$ cat src/rtl/core/urdc_pkg.sv
// Package for the UART reply datagram checker.
// Holds the word types, opcode and status codes, register indexes and the CRC-8 step.
// Depends on nothing.
package urdc_pkg;

    localparam int unsigned BYTE_W   = 8;
    localparam int unsigned DATA_W   = 32;
    localparam int unsigned REG_W    = 7;
    localparam int unsigned CNT_W    = 4;
    localparam int unsigned CFG_IDX_W = 1;

    localparam logic [1:0] OP_START   = 2'd0;
    localparam logic [1:0] OP_BYTE    = 2'd1;
    localparam logic [1:0] OP_TIMEOUT = 2'd2;

    localparam logic [1:0] ST_OK       = 2'd0;
    localparam logic [1:0] ST_NO_REPLY = 2'd1;
    localparam logic [1:0] ST_FORMAT   = 2'd2;
    localparam logic [1:0] ST_BAD_CRC  = 2'd3;

    localparam logic [CFG_IDX_W-1:0] CFG_SYNC   = 1'd0;
    localparam logic [CFG_IDX_W-1:0] CFG_MASTER = 1'd1;

    localparam logic [BYTE_W-1:0] SYNC_RESET   = 8'h05;
    localparam logic [BYTE_W-1:0] MASTER_RESET = 8'hFF;
    localparam logic [BYTE_W-1:0] CRC_POLY     = 8'h07;
    localparam logic [DATA_W-1:0] ALL_ONES     = 32'hFFFF_FFFF;

    localparam logic [CNT_W-1:0] CNT_MASTER = 4'd1;
    localparam logic [CNT_W-1:0] CNT_REG    = 4'd2;
    localparam logic [CNT_W-1:0] CNT_DATA   = 4'd3;
    localparam logic [CNT_W-1:0] CNT_LAST   = 4'd7;

    typedef struct packed {
        logic [1:0]        opcode;
        logic [BYTE_W-1:0] rx_byte;
        logic [REG_W-1:0]  reg_addr;
    } t_in_word;

    typedef struct packed {
        logic [1:0]        status;
        logic [DATA_W-1:0] reg_data;
    } t_out_word;

    typedef struct packed {
        logic [BYTE_W-1:0] sync_value;
        logic [BYTE_W-1:0] master_addr;
    } t_cfg;

    // One byte of CRC-8, data bits taken least significant first.
    function automatic logic [BYTE_W-1:0] crc8_byte(input logic [BYTE_W-1:0] crc,
                                                    input logic [BYTE_W-1:0] data);
        logic [BYTE_W-1:0] c;
        logic              fb;
        c = crc;
        for (int k = 0; k < BYTE_W; k++) begin
            fb = c[BYTE_W-1] ^ data[k];
            c  = {c[BYTE_W-2:0], 1'b0};
            if (fb) begin
                c = c ^ CRC_POLY;
            end
        end
        return c;
    endfunction

endpackage

$ cat src/rtl/core/urdc_frame.sv
// Frame state of the UART reply datagram checker: sync hunt, header checks,
// CRC-8 and data collection. Produces at most one result per word; uses urdc_pkg.
module urdc_frame (
    input  logic                i_clk,
    input  logic                i_rst_n,
    input  logic                i_valid,
    input  urdc_pkg::t_in_word  i_data,
    input  urdc_pkg::t_cfg      i_cfg,
    output logic                o_valid,
    output urdc_pkg::t_out_word o_data
);

    logic [urdc_pkg::CNT_W-1:0]  r_count, n_count;
    logic [urdc_pkg::BYTE_W-1:0] r_crc, n_crc;
    logic [urdc_pkg::DATA_W-1:0] r_shift, n_shift;
    logic [urdc_pkg::REG_W-1:0]  r_expected, n_expected;
    logic                        r_hdr_bad, n_hdr_bad;
    logic                        r_armed, n_armed;

    logic [urdc_pkg::BYTE_W-1:0] crc_next;

    assign crc_next = urdc_pkg::crc8_byte(r_crc, i_data.rx_byte);

    always_comb begin
        n_count    = r_count;
        n_crc      = r_crc;
        n_shift    = r_shift;
        n_expected = r_expected;
        n_hdr_bad  = r_hdr_bad;
        n_armed    = r_armed;
        o_valid    = 1'b0;
        o_data.status   = urdc_pkg::ST_NO_REPLY;
        o_data.reg_data = urdc_pkg::ALL_ONES;
        if (i_valid) begin
            unique case (i_data.opcode)
                urdc_pkg::OP_START: begin
                    n_count    = '0;
                    n_crc      = '0;
                    n_shift    = '0;
                    n_hdr_bad  = 1'b0;
                    n_expected = i_data.reg_addr;
                    n_armed    = 1'b1;
                end
                urdc_pkg::OP_TIMEOUT: begin
                    if (r_armed) begin
                        o_valid   = 1'b1;
                        n_count   = '0;
                        n_crc     = '0;
                        n_shift   = '0;
                        n_hdr_bad = 1'b0;
                        n_armed   = 1'b0;
                    end
                end
                urdc_pkg::OP_BYTE: begin
                    if (r_armed && !(r_count == '0 && i_data.rx_byte != i_cfg.sync_value)) begin
                        if (r_count < urdc_pkg::CNT_LAST) begin
                            n_crc   = crc_next;
                            n_count = r_count + 1'b1;
                            if (r_count == urdc_pkg::CNT_MASTER
                                    && i_data.rx_byte != i_cfg.master_addr) begin
                                n_hdr_bad = 1'b1;
                            end
                            if (r_count == urdc_pkg::CNT_REG
                                    && i_data.rx_byte != {1'b0, r_expected}) begin
                                n_hdr_bad = 1'b1;
                            end
                            if (r_count >= urdc_pkg::CNT_DATA) begin
                                n_shift = {r_shift[urdc_pkg::DATA_W-urdc_pkg::BYTE_W-1:0],
                                           i_data.rx_byte};
                            end
                        end else begin
                            o_valid = 1'b1;
                            if (r_hdr_bad) begin
                                o_data.status = urdc_pkg::ST_FORMAT;
                            end else if (r_crc != i_data.rx_byte) begin
                                o_data.status = urdc_pkg::ST_BAD_CRC;
                            end else begin
                                o_data.status   = urdc_pkg::ST_OK;
                                o_data.reg_data = r_shift;
                            end
                            n_count   = '0;
                            n_crc     = '0;
                            n_shift   = '0;
                            n_hdr_bad = 1'b0;
                            n_armed   = 1'b0;
                        end
                    end
                end
                default: begin
                end
            endcase
        end
    end

    always_ff @(posedge i_clk) begin
        if (!i_rst_n) begin
            r_count    <= '0;
            r_crc      <= '0;
            r_shift    <= '0;
            r_expected <= '0;
            r_hdr_bad  <= 1'b0;
            r_armed    <= 1'b0;
        end else begin
            r_count    <= n_count;
            r_crc      <= n_crc;
            r_shift    <= n_shift;
            r_expected <= n_expected;
            r_hdr_bad  <= n_hdr_bad;
            r_armed    <= n_armed;
        end
    end

endmodule

$ cat config.mk
export PLATFORM = sky130hd
export DESIGN_NAME = urdc_frame
export DESIGN_NICKNAME = d
export VERILOG_FILES = /design/src/rtl/core/urdc_pkg.sv /design/src/rtl/core/urdc_frame.sv
export SDC_FILE = /design/constraint.sdc
export NUM_CORES = 1
export LEC_CHECK = 0
export ABC_AREA = 1
export BUFFER_PORTS_ARGS = -buffer_cell sky130_fd_sc_hd__clkbuf_2
export CAP_MARGIN = 20
export CORE_ASPECT_RATIO = 0.5
export CORE_MARGIN = 2
export CORE_UTILIZATION = 40
export DETAILED_ROUTE_END_ITERATION = 16
export PLACE_DENSITY = 0.62
export SLEW_MARGIN = 20
export SYNTH_ARGS = -nofsm -noshare
export SYNTH_HDL_FRONTEND = slang
export SYNTH_SLANG_ARGS = --single-unit
$ cat constraint.sdc
create_clock -name i_clk -period 4.1 [get_ports i_clk]
set_clock_uncertainty 0.1 [all_clocks]
set_input_delay 0 -clock i_clk [delete_from_list [all_inputs] [get_ports i_clk]]
set_output_delay 0 -clock i_clk [all_outputs]
set_load 0.03 [all_outputs]
==> reports/metrics.csv <==
metric,value,unit
Root Buffer,clkbuf_16,
Nets,664,
endpoints failing hold,0,
Core ar.,8590,um^2
Max Root-Sink Buffers,2,
later-pin clock latency in the skew report,0.29,ns
H-tree depth,2,
clock sinks,53,
drt initial violations,202,
DIE AREA,9550,um^2
Starting Density,40.7,%
CP Cell Sequence,dlygate4sd3_1 > clkbuf_2 > inv_2 > nand2_1 > nand2_1 > nand2_1 > nor2_1 > nand2_1 > nand2_1 > nand2_1 > nor2_1 > nand2_1 > nor2_4 > nand3_1 > clkbuf_2,
Routed WL,8560,um
fin. max-slew vios,0,
P&R area growth vs syn,16.5,%
largest cells by area after synthesis,"dfxtp_1 30%, nand2_1 16%, inv_1 8.8%, nor2_1 8.6%, nand3_1 6.6%",
first-pass GRT wire length,14200,um
detailed-route DRC error count,0,
number of global-route vias before repair,2969,
number of port buffers,70,
Final Total Pwr,1.29,mW
Synth async-reset ratio,0,%
share of layout cells above drive strength 1,14.8,%
relative slew slack,40.0,%
Peak VDD IR,0.000189,V
worst min path class,primary input to flip-flop,
Row Count,24,
final antenna-violating net count,0,
routed vias,3349,
postcts setup bufs,0,
leakage power,2.00,nW
DP HPWL,6100,um
Pwr Density,317,nW/um^2
Post-CTS Hold Fix Bufs,10,
Netlist Area Pre-Place,3490,um^2
die width,136,um
kind of critical path,primary input to output port,
clk slew on worst S/H paths,0.07,ns
Syn Nets,606,
crit-path max FO,33,
cell family with most CP delay,simple AND/OR/NAND/NOR gates,
via-per-instance ratio,4.54,
CP max-delay cell,nor2_4,
Synth area leader,dfxtp_1,
crit start category,primary input,
CTS tree,yes,
list of most frequent post-synthesis cells,"147 x nand2_1, 82 x inv_1, 80 x nor2_1, 53 x dfxtp_1, 46 x nand3_1",
Vert. Die Dim,70.1,um
GRT Total Usage,18.6,%
Worst-Margin Slew,0.899,ns
"FF+latch count, synth",53,
RSZ-0062 raised after global routing,false,
Post-synth EDFFs,0,
crit share post-route,67.4,%
setup TNS,0,ns
syn avg cell area,6.22,um^2
post-CTS sizing,0,
TritonCTS buffer count,5,
I/O pin cnt,71,
Yosys top cell area share,30.4,%
post-DR wirelength/cell,11.6,um
MaxCap Viol Count,0,
register area share after synthesis,30.4,%
most frequent CP cell,nand2_1,
Yosys cell types,30,
Crit. End Element,output port,
Crit path arrival time,2.66,ns
# diodes,0,
most frequent cell after synthesis,nand2_1,
status,finished clean,
Final setup viols,0,
crit-path max cell delay,0.56,ns
Max Clk Rate,0.362,GHz
gpl congestion,0.907,
Synth Flop Type,dfxtp_1,
Period minus WS final,2.76,ns
Pre-antenna DRT Iters,4,
Synth Instances,562,
Crit path buffers/inverters,4,
largest net degree at the start of global routing,65,
Synthesis Warnings,0,
antenna violations before repair,0,
grt total ovfl,0,
Critical Path RT,4.00,ns
[worst min-delay path, delay by kind of cell]
family                 cells  cell delay [ns]
AO/OA/AOI/OAI              1             0.10
buffers and inverters      1             0.20
AND/OR/NAND/NOR            1             0.08
[worst paths after layout]
| kind | slack (ns) | end | start | depth (start not counted) |
|---|---|---|---|---|
| max reg2reg | 1.42 | r_crc[7]$_SDFFE_PN0P_ | r_count[0]$_SDFFE_PN0P_ | 8 |
| min reg2reg | 0.37 | r_expected[4]$_SDFFE_PN0P_ | r_expected[4]$_SDFFE_PN0P_ | 2 |
| min | 0.02 | r_shift[4]$_SDFFE_PN0P_ | i_data[11] | 3 |
| max | 1.34 | o_data[31] | i_data[10] | 15 |
[flip-flops by register name, summed over array words and instances (netlist names)]
name / cells
r_count: 4
r_crc: 8
r_hdr_bad: 1
r_expected: 7
r_armed: 1
r_shift: 32
[routing by layer]
metal | track usage [%] | vias up | share of wire (%)
met5 | 0 | - | 0
met3 | 3.92 | 4 | 5.9
li1 | - | 1835 | -
met4 | 3.82 | 0 | 0.62
met1 | 27.8 | 1434 | 52
met2 | 27.2 | 76 | 42
[kinds of logic (layout without fill, tap and decap cells)]
| kind of cell | Yosys count | in the layout | share of synthesized area, % |
|---|---|---|---|
| DFF | 53 | 53 | 30.4 |
| AOI/OAI and AO/OA | 68 | 68 | 10.9 |
| xor gates and xnor gates | 26 | 26 | 6.52 |
| and+or+nand+nor | 290 | 290 | 34.8 |
| buffers and inverters | 117 | 176 | 14.6 |
| adders and majority gates | 8 | 8 | 2.86 |
[layout by cell type (no fill, tap or decap), types with 2 or more instances in the layout]
cell | synthesis | routed
clkinv_4 | 0 | 2
nor2_1 | 80 | 79
buf_4 | 3 | 2
xor2_1 | 7 | 7
dfxtp_1 | 53 | 53
a21oi_1 | 39 | 39
nand3_1 | 46 | 46
inv_2 | 4 | 4
dlygate4sd3_1 | 0 | 10
a221oi_1 | 2 | 2
inv_1 | 82 | 82
o21ai_0 | 11 | 11
nand2_1 | 147 | 147
o21bai_1 | 11 | 11
ha_1 | 8 | 8
clkbuf_2 | 0 | 70
clkbuf_16 | 0 | 5
nor3_1 | 2 | 2
xnor2_1 | 19 | 19
nand4_1 | 6 | 6
o21ai_1 | 3 | 3
or2_2 | 3 | 3
[layout make-up]
type,count,area (um^2)
Clock buffer,5,125
Tap cell,117,146
Multi-Input combinational cell,392,1930
Timing Repair Buffer,82,465
Sequential cell,53,1060
Fill cell,959,4520
Clock inverter,3,22.5
Inverter,86,323
[power by group]
part / switching [mW] / internal (mW) / total, mW
registers: 0.0185 / 0.550 / 0.568
clock network: 0.207 / 0.228 / 0.435
logic: 0.176 / 0.112 / 0.288
[stage by stage]
step           util, %  hold WS [ns]  std cells  setup WS, ns  cell area (um^2)
2_1_floorplan        -        0.0407        562          2.18              3490
3_3_place_gp      44.5         0.164        720          1.52              3820
3_5_place_dp      44.5         0.157        720          1.43              3820
4_1_cts           47.4       0.00511        738          1.32              4070
5_1_grt           47.4        0.0536        738          1.01              4070
6_report          47.4        0.0171        738          1.34              4070
No activity file was read; power rests on OpenSTA's default activity.
